<file path="src/rtl/sfd_pkg.sv">
// Shared types and constants of the sum8 frame deframer.
package sfd_pkg;

    localparam int unsigned BYTE_W   = 8;
    localparam int unsigned KIND_W   = 3;
    localparam int unsigned CFG_IDX_W = 1;

    localparam logic [BYTE_W-1:0] LEN_MAX        = 8'd251;
    localparam logic [BYTE_W-1:0] FRAME_OVERHEAD = 8'd4;
    localparam logic [BYTE_W-1:0] FAIL_SAT       = 8'hFF;

    localparam logic [BYTE_W-1:0] START_BYTE_RST = 8'h40;
    localparam logic [BYTE_W-1:0] ERR_THR_RST    = 8'd40;

    typedef enum logic [CFG_IDX_W-1:0] {
        CFG_START_BYTE = 1'b0,
        CFG_ERR_THR    = 1'b1
    } t_cfg_idx;

    typedef enum logic [5:0] {
        PH_HUNT = 6'b000001,
        PH_CMD  = 6'b000010,
        PH_LEN  = 6'b000100,
        PH_PAY  = 6'b001000,
        PH_CHK  = 6'b010000,
        PH_DONE = 6'b100000
    } t_phase;

    typedef enum logic [KIND_W-1:0] {
        KIND_PAYLOAD    = 3'd0,
        KIND_OK         = 3'd1,
        KIND_BAD_SUM    = 3'd2,
        KIND_INCOMPLETE = 3'd3,
        KIND_BAD_LEN    = 3'd4
    } t_kind;

    typedef struct packed {
        t_kind             kind;
        logic [BYTE_W-1:0] data;
        logic [BYTE_W-1:0] payload_index;
        logic [BYTE_W-1:0] frame_length;
        logic              comm_error;
        logic [BYTE_W-1:0] fail_count;
    } t_result;

endpackage

</file>
<file path="src/rtl/sfd_parse.sv">
// Frame parser state, running sum and failure bookkeeping for one byte a cycle when stepped.
module sfd_parse (
    input  logic                       i_clk,
    input  logic                       i_rst_n,
    input  logic                       i_step,
    input  logic [sfd_pkg::BYTE_W-1:0] i_byte,
    input  logic                       i_last,
    input  logic [sfd_pkg::BYTE_W-1:0] i_start_byte,
    input  logic [sfd_pkg::BYTE_W-1:0] i_err_thr,
    output logic                       o_res_valid,
    output sfd_pkg::t_result           o_res
);

    sfd_pkg::t_phase             r_phase, n_phase;
    logic [sfd_pkg::BYTE_W-1:0]  r_cmd, n_cmd;
    logic [sfd_pkg::BYTE_W-1:0]  r_len, n_len;
    logic [sfd_pkg::BYTE_W-1:0]  r_cnt, n_cnt;
    logic [sfd_pkg::BYTE_W-1:0]  r_sum, n_sum;
    logic [sfd_pkg::BYTE_W-1:0]  r_fail, n_fail;
    logic                        r_flag, n_flag;

    logic                        stat;
    sfd_pkg::t_kind              stat_kind;
    logic [sfd_pkg::BYTE_W-1:0]  stat_flen;
    logic                        have_pay;
    logic [sfd_pkg::BYTE_W-1:0]  pay_idx;
    logic [sfd_pkg::BYTE_W-1:0]  fail_inc;

    always_comb begin
        n_phase   = r_phase;
        n_cmd     = r_cmd;
        n_len     = r_len;
        n_cnt     = r_cnt;
        n_sum     = r_sum;
        n_fail    = r_fail;
        n_flag    = r_flag;
        stat      = 1'b0;
        stat_kind = sfd_pkg::KIND_INCOMPLETE;
        stat_flen = '0;
        have_pay  = 1'b0;
        pay_idx   = '0;
        fail_inc  = (r_fail == sfd_pkg::FAIL_SAT) ? r_fail : r_fail + 8'd1;
        o_res_valid = 1'b0;
        o_res       = '0;

        unique case (r_phase)
            sfd_pkg::PH_HUNT: begin
                if (i_byte == i_start_byte) begin
                    n_sum   = i_byte;
                    n_cmd   = '0;
                    n_len   = '0;
                    n_cnt   = '0;
                    n_phase = sfd_pkg::PH_CMD;
                end
            end
            sfd_pkg::PH_CMD: begin
                n_cmd   = i_byte;
                n_sum   = r_sum + i_byte;
                n_phase = sfd_pkg::PH_LEN;
            end
            sfd_pkg::PH_LEN: begin
                n_sum = r_sum + i_byte;
                n_cnt = '0;
                if (i_byte > sfd_pkg::LEN_MAX) begin
                    n_len     = '0;
                    stat      = 1'b1;
                    stat_kind = sfd_pkg::KIND_BAD_LEN;
                    n_phase   = sfd_pkg::PH_DONE;
                end else begin
                    n_len   = i_byte;
                    n_phase = (i_byte != '0) ? sfd_pkg::PH_PAY : sfd_pkg::PH_CHK;
                end
            end
            sfd_pkg::PH_PAY: begin
                n_sum    = r_sum + i_byte;
                have_pay = 1'b1;
                pay_idx  = r_cnt;
                n_cnt    = r_cnt + 8'd1;
                if (n_cnt >= r_len) begin
                    n_phase = sfd_pkg::PH_CHK;
                end
            end
            sfd_pkg::PH_CHK: begin
                stat      = 1'b1;
                stat_kind = (i_byte == r_sum) ? sfd_pkg::KIND_OK : sfd_pkg::KIND_BAD_SUM;
                stat_flen = r_len + sfd_pkg::FRAME_OVERHEAD;
                n_phase   = sfd_pkg::PH_DONE;
            end
            sfd_pkg::PH_DONE: begin
            end
            default: begin
            end
        endcase

        // buffer end before any status: report incomplete
        if (i_last && !stat && n_phase != sfd_pkg::PH_DONE) begin
            stat      = 1'b1;
            stat_kind = sfd_pkg::KIND_INCOMPLETE;
            stat_flen = (n_phase == sfd_pkg::PH_PAY || n_phase == sfd_pkg::PH_CHK) ?
                        n_len + sfd_pkg::FRAME_OVERHEAD : '0;
        end

        if (stat) begin
            if (stat_kind == sfd_pkg::KIND_OK) begin
                n_fail = '0;
                n_flag = 1'b0;
            end else if (fail_inc >= i_err_thr) begin
                n_fail = '0;
                n_flag = 1'b1;
            end else begin
                n_fail = fail_inc;
            end
            o_res_valid         = 1'b1;
            o_res.kind          = stat_kind;
            o_res.data          = n_cmd;
            o_res.payload_index = '0;
            o_res.frame_length  = stat_flen;
            o_res.comm_error    = n_flag;
            o_res.fail_count    = n_fail;
        end else if (have_pay && !i_last) begin
            o_res_valid         = 1'b1;
            o_res.kind          = sfd_pkg::KIND_PAYLOAD;
            o_res.data          = i_byte;
            o_res.payload_index = pay_idx;
            o_res.frame_length  = n_len + sfd_pkg::FRAME_OVERHEAD;
            o_res.comm_error    = r_flag;
            o_res.fail_count    = r_fail;
        end

        if (i_last) begin
            n_phase = sfd_pkg::PH_HUNT;
            n_cmd   = '0;
            n_len   = '0;
            n_cnt   = '0;
            n_sum   = '0;
        end
    end

    always_ff @(posedge i_clk) begin
        if (!i_rst_n) begin
            r_phase <= sfd_pkg::PH_HUNT;
            r_cmd   <= '0;
            r_len   <= '0;
            r_cnt   <= '0;
            r_sum   <= '0;
            r_fail  <= '0;
            r_flag  <= 1'b0;
        end else if (i_step) begin
            r_phase <= n_phase;
            r_cmd   <= n_cmd;
            r_len   <= n_len;
            r_cnt   <= n_cnt;
            r_sum   <= n_sum;
            r_fail  <= n_fail;
            r_flag  <= n_flag;
        end
    end

endmodule

</file>
<file path="src/rtl/sum8_frame_deframer_unit.sv">
// Top level of the sum8 frame deframer: input word register, parser, result register.
//
//  channel  | dir | handshake              | payload
//  ---------+-----+------------------------+------------------------------------------
//  s_axis   | in  | tvalid / tready        | tdata[7:0] rx_byte, tlast buffer_end
//  m_axis   | out | tvalid / tready        | tuser[2:0] kind, tdata see port comment
//  cfg      | in  | i_cfg_we (no wait)     | i_cfg_idx register index, i_cfg_data
//
// One word accepted per cycle unless the output stalls; its result, if any, is held in the result register.
// The parser state advances when the input register holds a word and the result
// register is empty or being taken, so a stalled output holds one word in each register.
// Reset (synchronous, active low) empties both registers, returns the parser to hunting,
// clears the failure counter and flag, and loads start byte 0x40 and threshold 40.
module sum8_frame_deframer_unit (
    input  logic                          i_clk,
    input  logic                          i_rst_n,
    input  logic                          s_axis_tvalid,
    output logic                          s_axis_tready,
    input  logic [7:0]                    s_axis_tdata,  // [7:0] rx_byte
    input  logic                          s_axis_tlast,
    output logic                          m_axis_tvalid,
    input  logic                          m_axis_tready,
    // [7:0] data, [15:8] payload_index, [23:16] frame_length, [24] comm_error,
    // [32:25] fail_count, [39:33] zero
    output logic [39:0]                   m_axis_tdata,
    output logic [2:0]                    m_axis_tuser,  // [2:0] kind
    input  logic                          i_cfg_we,
    input  logic [sfd_pkg::CFG_IDX_W-1:0] i_cfg_idx,
    input  logic [7:0]                    i_cfg_data
);

    logic [sfd_pkg::BYTE_W-1:0] r_start_byte;
    logic [sfd_pkg::BYTE_W-1:0] r_err_thr;

    logic                       r_in_valid;
    logic [sfd_pkg::BYTE_W-1:0] r_in_byte;
    logic                       r_in_last;

    logic                       r_out_valid;
    sfd_pkg::t_result           r_out;

    logic                       step;
    logic                       res_valid;
    sfd_pkg::t_result           res;

    assign step          = r_in_valid && (!r_out_valid || m_axis_tready);
    assign s_axis_tready = !r_in_valid || step;

    always_ff @(posedge i_clk) begin
        if (!i_rst_n) begin
            r_start_byte <= sfd_pkg::START_BYTE_RST;
            r_err_thr    <= sfd_pkg::ERR_THR_RST;
        end else if (i_cfg_we) begin
            unique case (sfd_pkg::t_cfg_idx'(i_cfg_idx))
                sfd_pkg::CFG_START_BYTE: r_start_byte <= i_cfg_data;
                sfd_pkg::CFG_ERR_THR:    r_err_thr    <= i_cfg_data;
                default: begin
                end
            endcase
        end
    end

    always_ff @(posedge i_clk) begin
        if (!i_rst_n) begin
            r_in_valid <= 1'b0;
        end else if (s_axis_tvalid && s_axis_tready) begin
            r_in_valid <= 1'b1;
        end else if (step) begin
            r_in_valid <= 1'b0;
        end
    end

    always_ff @(posedge i_clk) begin
        if (s_axis_tvalid && s_axis_tready) begin
            r_in_byte <= s_axis_tdata;
            r_in_last <= s_axis_tlast;
        end
    end

    sfd_parse u_parse (
        .i_clk        (i_clk),
        .i_rst_n      (i_rst_n),
        .i_step       (step),
        .i_byte       (r_in_byte),
        .i_last       (r_in_last),
        .i_start_byte (r_start_byte),
        .i_err_thr    (r_err_thr),
        .o_res_valid  (res_valid),
        .o_res        (res)
    );

    always_ff @(posedge i_clk) begin
        if (!i_rst_n) begin
            r_out_valid <= 1'b0;
        end else if (step) begin
            r_out_valid <= res_valid;
        end else if (m_axis_tready) begin
            r_out_valid <= 1'b0;
        end
    end

    always_ff @(posedge i_clk) begin
        if (step && res_valid) begin
            r_out <= res;
        end
    end

    assign m_axis_tvalid = r_out_valid;
    assign m_axis_tuser  = r_out.kind;
    assign m_axis_tdata  = {7'd0, r_out.fail_count, r_out.comm_error, r_out.frame_length,
                            r_out.payload_index, r_out.data};

`ifndef SYNTHESIS
    a_in_room: assert property (@(posedge i_clk) disable iff (!i_rst_n)
        !r_in_valid |-> s_axis_tready)
        else $error("input register empty but not ready");

    a_pay_index: assert property (@(posedge i_clk) disable iff (!i_rst_n)
        (m_axis_tvalid && m_axis_tuser == sfd_pkg::KIND_PAYLOAD) |->
        ({1'b0, m_axis_tdata[15:8]} + {1'b0, sfd_pkg::FRAME_OVERHEAD}
         < {1'b0, m_axis_tdata[23:16]}))
        else $error("payload index beyond frame length");

    a_ok_clears: assert property (@(posedge i_clk) disable iff (!i_rst_n)
        (m_axis_tvalid && m_axis_tuser == sfd_pkg::KIND_OK) |->
        (m_axis_tdata[32:25] == '0 && !m_axis_tdata[24]))
        else $error("ok status without cleared failure state");

    a_fail_below_thr: assert property (@(posedge i_clk) disable iff (!i_rst_n)
        (m_axis_tvalid && m_axis_tuser != sfd_pkg::KIND_PAYLOAD
         && m_axis_tuser != sfd_pkg::KIND_OK && r_err_thr != '0) |->
        (m_axis_tdata[32:25] < r_err_thr))
        else $error("failure count at or above threshold");
`endif

endmodule

</file>
<file path="config.mk">
export PLATFORM = sky130hd
export DESIGN_NAME = sum8_frame_deframer_unit
export DESIGN_NICKNAME = d
export VERILOG_FILES = /design/src/rtl/sfd_pkg.sv /design/src/rtl/sfd_parse.sv /design/src/rtl/sum8_frame_deframer_unit.sv
export SDC_FILE = /design/constraint.sdc
export NUM_CORES = 1
export LEC_CHECK = 0
export ABC_CLOCK_PERIOD_IN_PS = 3800
export BUFFER_PORTS_ARGS = -buffer_cell sky130_fd_sc_hd__buf_2
export CORE_UTILIZATION = 25
export CTS_CLUSTER_DIAMETER = 80
export DETAILED_ROUTE_END_ITERATION = 8
export PLACE_DENSITY_LB_ADDON = 0.3
export SLEW_MARGIN = 5
export SYNTH_ARGS = -nofsm -noshare
export SYNTH_HDL_FRONTEND = slang
export SYNTH_HIERARCHICAL = 1
export SYNTH_SLANG_ARGS = --single-unit
</file>
<file path="constraint.sdc">
create_clock -name i_clk -period 3.8 [get_ports i_clk]
set_input_delay 0.19 -clock i_clk [delete_from_list [all_inputs] [get_ports i_clk]]
set_output_delay 0.19 -clock i_clk [all_outputs]
set_load 0.03 [all_outputs]
</file>
==> flow_summary.toml, run 1 <==
[run_status]
status = "finished, final reports clean"

[floorplan]
die_w_microns = 158
die_h_microns = 158
io_pins = 68
start_util_pct = 25.7
coreArea_sq_um = 23700
core.rowCount = 56
die-area_sq_um = 24900

[synth]
post_synth.cell_area_avg_sq_um = 9.64
synth_area_sq_um = 6080
synth_cell_type_count = 66
ys.flop_type = "dfxtp_1"
synth-warning-count = 6
synth_edf_count = 45
syn_inst = 630
seq_area_frac_synth_pct = 43.7
ys_ff_latch = 110
ys_async_sr_fraction_pct = 0

[timing]
worst_clock_skew_ns = 0.00928
finalSetupViolations = 0
clock.fmax_mhz = 292
period_minus_slack_ns = 3.43
timing.final.hold_violations = 0
max_slew_margin_pct = 30.5
rsz0062_at_grt = "no"
period_share_pct = 90.1
worstMarginPinSlew_ns = 1.04
slew_violations = 0
holdWs_ns = 0.0418
finalSetupTns_ns = 0

[layout]
syn_to_final_growth_pct = 16.4
nets = 742
final_area_sq_um = 7070
final_common_cell = "dfxtp_1"
final_layout_size_suffix_gt1_share_pct = 14.2
final_cell_mix = "65 x dfxtp_1, 60 x buf_2, 59 x nand2_1"
fillCellCount = 2550
diodes = 0

[global_route]
grt_pass1_wl_microns = 24600
grt_usage_pct = 12.9
grt_max_degree = 45
grt_pass1_vias = 4573
grt-ovfl-total = 0
antenna_found_initial = 0

[critical_path]
crit_type = "reg2reg"
worst-path-max-fanout = 8
ff2ff_path_depth = 13
cpMaxStageDelayCell = "dfxtp_1"
critical_path_arrival_ns = 3.66
cp_common_cell = "ha_1"
rrSetupSlack_ns = 0.37
path_cells = "ha_1 -> nand3_1 -> or3_4 -> nand4_1 -> xnor2_1 -> ha_1 -> a21oi_1 -> nor2_1 -> a211oi_1 -> o21ai_0 -> a211oi_2 -> and2_1 -> a22o_1"
critPathCaptureType = "flop"
startpoint_type = "flop"
crit_required_ns = 4.03
r2r-start = "u_parse/r_fail[0]$_SDFFE_PN0P_"
slowest_delay_ns = 0.43
rr_endpoint = "m_axis_tdata[31]$_DFFE_PP_"

[drt]
wl_per_cell_microns = 15.1
ant_nets = 0
dr.pass1.iters = 5
vias = 4834
drtIter0Drc = 304
vias_per_cell = 4.76
routed_wl_microns = 15300
drc = 0

[flow_run]
cap_violations = 0

[cts]
clkSinkCount = 110
post_cts_buffers = 0
clk_pin_slew_ns = 0.07
worstSkewPairLatency_ns = 0.36
clock_tree.root_cell = "clkbuf_16"
cts_htree_levels = 3
clockBufferDepth = 2
numCtsBuffers = 9
cts_tree = "yes"

[pwr]
p_total_uw = 2380
ir_drop_mv = 0.164
p_leak_uw = 0.00267
powerDensity_nw_per_um2 = 336

[placement]
dp_hpwl_microns = 11100
place_area_sq_um = 6710
gp_congestion = 0.835
io_buffers = 60

[hold_path]
hp-start = "s_axis_tvalid"
holdPathStages = 3
holdPathEnd = "r_in_valid$_SDFFE_PN0P_"
hold_path_class = "in2reg"
## metrics by stage
stage | util (%) | setup slack [ns] | std cells
floorplan | - | 0.267 | 636
global placement | 28.3 | 0.297 | 990
detailed placement | 28.3 | 0.258 | 990
CTS | 29.8 | 0.226 | 1014
global route | 29.9 | 0.0666 | 1015
finish | 29.9 | 0.375 | 1015
## timing repair
item,CTS,global route
gates resized for setup,0,2
endpoints found under the setup margin,0,16
hold endpoints to repair,8,1
hold buffers,8,1
## cells in the mapped netlist, drive strengths merged (10+ instances only)
master | instances | area share [%]
nand2 | 59 | 3.6
ha | 27 | 5.6
a21boi | 10 | 1.2
nor2b | 32 | 3.3
dfxtp | 65 | 21
nor3 | 14 | 1.2
o22ai | 11 | 1.1
and3 | 15 | 1.5
edfxtp | 45 | 22
a21oi | 21 | 1.7
and2 | 16 | 1.7
nor2 | 27 | 1.7
clkbuf | 22 | 1.4
nand3 | 31 | 2.6
a22o | 14 | 2.0
buf | 15 | 2.0
mux2i | 23 | 3.8
a22oi | 14 | 1.7
inv | 27 | 1.7
o21ai | 31 | 2.6
xnor2 | 25 | 3.6
## logic make-up (layout without fill, tap and decap cells)
| kind of cell | Yosys count | after routing | synth area share, % |
|---|---|---|---|
| compound gates | 146 | 146 | 17.5 |
| xor+xnor | 33 | 33 | 4.76 |
| fa+ha+maj | 28 | 28 | 5.89 |
| buf+inv | 64 | 124 | 4.98 |
| flops | 110 | 110 | 43.7 |
| mux | 23 | 23 | 3.79 |
| other cells | 1 | 7 | 0.0617 |
| simple gates | 225 | 225 | 19.3 |
## cell type report
class	instances	area [sq um]	area share [%]
Multi-Input combinational cell	462	3160	44.7
Sequential cell	110	2650	37.5
Timing Repair Buffer	81	493	6.97
Tap cell	319	399	5.64
Clock buffer	10	229	3.24
Inverter	27	101	1.43
Clock inverter	6	36.3	0.513
## layer usage
layer / up-vias / wire length [microns] / track usage (%)
li1: 2395 / - / -
met1: 2285 / 7170 / 16.7
met3: 16 / 763 / 3.09
met5: - / 0 / 0
met2: 138 / 7160 / 20.9
met4: 0 / 232 / 3.98
## state kept, by name (all words and copies together) (netlist names)
name / count
m_axis_tdata: 33
r_err_thr: 8
r_in_byte: 8
r_start_byte: 8
u_parse/r_cmd: 8
u_parse/r_cnt: 8
u_parse/r_fail: 8
u_parse/r_len: 8
u_parse/r_sum: 8
u_parse/r_phase: 6
m_axis_tuser: 3
m_axis_tvalid: 1
r_in_last: 1
r_in_valid: 1
u_parse/r_flag: 1
## worst max-delay path by stage
stage                                        start                    endpoint  slack, ns  depth (start not counted)
global route        u_parse/r_fail[0]$_SDFFE_PN0P_  m_axis_tdata[28]$_DFFE_PP_       0.07                         13
floorplan           u_parse/r_fail[0]$_SDFFE_PN0P_  m_axis_tdata[27]$_DFFE_PP_       0.27                         14
finish              u_parse/r_fail[0]$_SDFFE_PN0P_  m_axis_tdata[31]$_DFFE_PP_       0.37                         13
detailed placement  u_parse/r_fail[0]$_SDFFE_PN0P_  m_axis_tdata[31]$_DFFE_PP_       0.26                         13
CTS                 u_parse/r_fail[0]$_SDFFE_PN0P_  m_axis_tdata[31]$_DFFE_PP_       0.23                         13
global placement    u_parse/r_fail[0]$_SDFFE_PN0P_  m_axis_tdata[28]$_DFFE_PP_       0.30                         13
## worst max-delay path: cells and delay by family, from the launching register on
kind	cells	cell delay, ns
XOR/XNOR	1	0.22
flip-flops	1	0.43
AND/OR/NAND/NOR	5	1.04
adder cells (fa/ha/maj)	2	0.57
AO/OA/AOI/OAI	5	1.03
## where the power goes
group          total, uW  switching (uW)  internal, uW
clock network        887             442           444
logic                208             130          78.1
registers           1280            28.7          1250
No activity file was read; power rests on OpenSTA's default activity.
==> run 2, diff against run 1 <==
--- a/config.mk
+++ b/config.mk
@@ -5,11 +5,13 @@
 export SDC_FILE = /design/constraint.sdc
 export NUM_CORES = 1
 export LEC_CHECK = 0
+export ABC_AREA = 1
 export ABC_CLOCK_PERIOD_IN_PS = 3800
 export BUFFER_PORTS_ARGS = -buffer_cell sky130_fd_sc_hd__buf_2
 export CORE_UTILIZATION = 25
 export CTS_CLUSTER_DIAMETER = 80
 export DETAILED_ROUTE_END_ITERATION = 8
+export GPL_TIMING_DRIVEN = 0
 export PLACE_DENSITY_LB_ADDON = 0.3
 export SLEW_MARGIN = 5
 export SYNTH_ARGS = -nofsm -noshare
==> flow_summary.toml, run 2 <==
[critical_path]
worst-path-max-fanout = 9
r2r-start = "u_parse/r_cnt[0]$_SDFFE_PN0P_"
crit_end = "m_axis_tdata[6]$_DFFE_PP_"
cp.depth = 22
path_cells = "inv_1 -> nor3_4 -> nand3_2 -> nor3_2 -> xor2_1 -> inv_1 -> ha_1 -> a21o_1 -> nor2_1 -> nand3_1 -> nand3_2 -> nand2_1 -> inv_2 -> nor2_2 -> nand2_2 -> nand2_4 -> nand2_8 -> inv_1 -> nand2_1 -> inv_2 -> nor2_4 -> buf_4"
critical_path_arrival_ns = 3.51
ff2ff_path_depth = 22
rrSetupSlack_ns = 0.36
crit_type = "reg2reg"
startpoint_type = "flop"
rr_endpoint = "m_axis_tdata[6]$_DFFE_PP_"
critPathCaptureType = "flop"
cpMaxStageDelayCell = "dfxtp_1"
worst-path-buf-inv = 6
cp_common_cell = "inv_1"
crit_start = "u_parse/r_cnt[0]$_SDFFE_PN0P_"
crit_required_ns = 3.88
slowest_delay_ns = 0.36
cp_top_family = "simple AND/OR/NAND/NOR gates"

[drt]
drtIter0Drc = 324
ant_nets = 0
dr.pass1.iters = 4
vias = 5460
wl_per_cell_microns = 12.8
drc = 0
vias_per_cell = 4.42
routed_wl_microns = 15800

[synth]
synth_top_family_by_area = "simple AND/OR/NAND/NOR gates"
post-synth-top-count-cell = "nand2_1"
synth_top_area_share_pct = 21.7
synthAdderAreaFrac_pct = 5.75
ys_top_cells_by_area = "edfxtp_1 22%, dfxtp_1 21%, nand2_1 12%, inv_1 6.9%, nor2_1 5.6%"
synth-compound-area-share_pct = 11.1
synth_edf_count = 45
synth_mux_area_share_pct = 0
ys.flop_type = "dfxtp_1"
synth-warning-count = 6
synth-xor-area-share_pct = 3.24
synth_area_sq_um = 6220
yosys.area_share.simple_pct = 27.4
synth_top_cell_by_area = "edfxtp_1"
synthTopCellsByCount = "207 x nand2_1, 115 x inv_1, 93 x nor2_1"
ys_async_sr_fraction_pct = 0
synth_cell_type_count = 44
post_synth.cell_area_avg_sq_um = 7.55
seq_area_frac_synth_pct = 42.6
syn_inst = 824
ys_ff_latch = 110

[timing]
period_share_pct = 90.4
timing.final.hold_violations = 0
slew_violations = 0
worstMarginPinSlew_ns = 0.636
rsz0062_at_grt = "no"
worst_clock_skew_ns = 0.0150
period_minus_slack_ns = 3.44
finalSetupViolations = 0
clock.fmax_mhz = 291
max_slew_margin_pct = 57.3
holdWs_ns = 0.0126
layout_setup_ws_ns = 0.365
finalSetupTns_ns = 0

[layout]
final_common_cell = "nand2_1"
final_cell_mix = "207 x nand2_1, 114 x inv_1, 92 x nor2_1"
nets = 957
syn_to_final_growth_pct = 18.0
final_area_sq_um = 7340
diodes = 0
final_cells = 1235
final_layout_size_suffix_gt1_share_pct = 14.1
largest_reg_flops = 33

[placement]
place_area_sq_um = 6960
gp_congestion = 0.839
dp_hpwl_microns = 12000
io_buffers = 59
placed_cells_incl_taps = 1213
dp_worst_setup_slack_ns = -0.561

[cts]
numCtsBuffers = 9
clock_tree.root_cell = "clkbuf_16"
cts_htree_levels = 3
cts_tree = "yes"
clockBufferDepth = 2
worstSkewPairLatency_ns = 0.36
clk_pin_slew_ns = 0.08
clkSinkCount = 110

[global_route]
grt-ovfl-total = 0
grt_usage_pct = 12.7
antenna_found_initial = 0
grt_max_degree = 21
grt_pass1_wl_microns = 25800
grt_pass1_vias = 5001

[floorplan]
die_h_microns = 160
start_util_pct = 25.5
io_pins = 68
die-area_sq_um = 25500
core.rowCount = 57
coreArea_sq_um = 24400
die_w_microns = 160

[pwr]
p_leak_uw = 0.00317
powerDensity_nw_per_um2 = 343
ir_drop_mv = 0.236

[flow_run]
cap_violations = 0

[hold_path]
hold_path_class = "in2reg"

[run_status]
status = "finished, final reports clean"
## run 2: worst min-delay path by stage
stage,from,endpoint,cells after the start
2_1_floorplan,s_axis_tdata[0],r_in_byte[0]$_DFFE_PP_,0
3_3_place_gp,s_axis_tlast,r_in_last$_DFFE_PP_,1
3_5_place_dp,s_axis_tlast,r_in_last$_DFFE_PP_,1
4_1_cts,s_axis_tdata[2],r_in_byte[2]$_DFFE_PP_,1
5_1_grt,s_axis_tdata[6],r_in_byte[6]$_DFFE_PP_,1
6_report,s_axis_tdata[2],r_in_byte[2]$_DFFE_PP_,1
## run 2: stage by stage
| stage | power, uW | utilization (%) |
|---|---|---|
| floorplan | 1520 | - |
| global placement | 1610 | 28.5 |
| detailed placement | 1610 | 28.5 |
| CTS | 2560 | 30.0 |
| global route | 2630 | 30.1 |
| finish | 2520 | 30.1 |
## run 2: timing repair
action,in CTS,in global routing
pin swaps,2,0
hold buffers,1,0
gates resized for setup,1,5
gates cloned,1,0
endpoints found under the hold margin,1,0
endpoints found under the setup margin,36,44
setup buffers,4,0
## run 2: report_power, final
| group | total, uW | internal, uW | leakage, uW | switching, uW |
|---|---|---|---|---|
| combinational | 295 | 94.2 | 0.00210 | 201 |
| sequential | 1290 | 1260 | 0.000932 | 27.3 |
| clock | 933 | 461 | 0.000141 | 472 |
| total | 2520 | 1820 | 0.00317 | 701 |
## run 2: cell families after synthesis
| logic type | count (synthesis) |
|---|---|
| xor gates and xnor gates | 23 |
| adders and majority gates | 28 |
| AOI/OAI and AO/OA | 121 |
| buffers and inverters | 150 |
| and+or+nand+nor | 391 |
| DFF | 110 |
| other | 1 |
## run 2: metal layers
metal | vias up | GRT usage [%] | routed length (microns)
li1 | 2818 | - | -
met1 | 2520 | 17.1 | 7760
met2 | 110 | 20.5 | 7240
met3 | 12 | 1.97 | 562
met4 | 0 | 4.42 | 282
met5 | - | 0 | 0
## run 2: layout make-up
cell class,count,area (sq um)
Sequential cell,110,2650
Timing Repair Buffer,64,360
Clock inverter,7,66.3
Buffer,25,139
Fill cell,2701,17000
Inverter,125,474
Clock buffer,9,225
Multi-Input combinational cell,571,3020
Tap cell,324,405
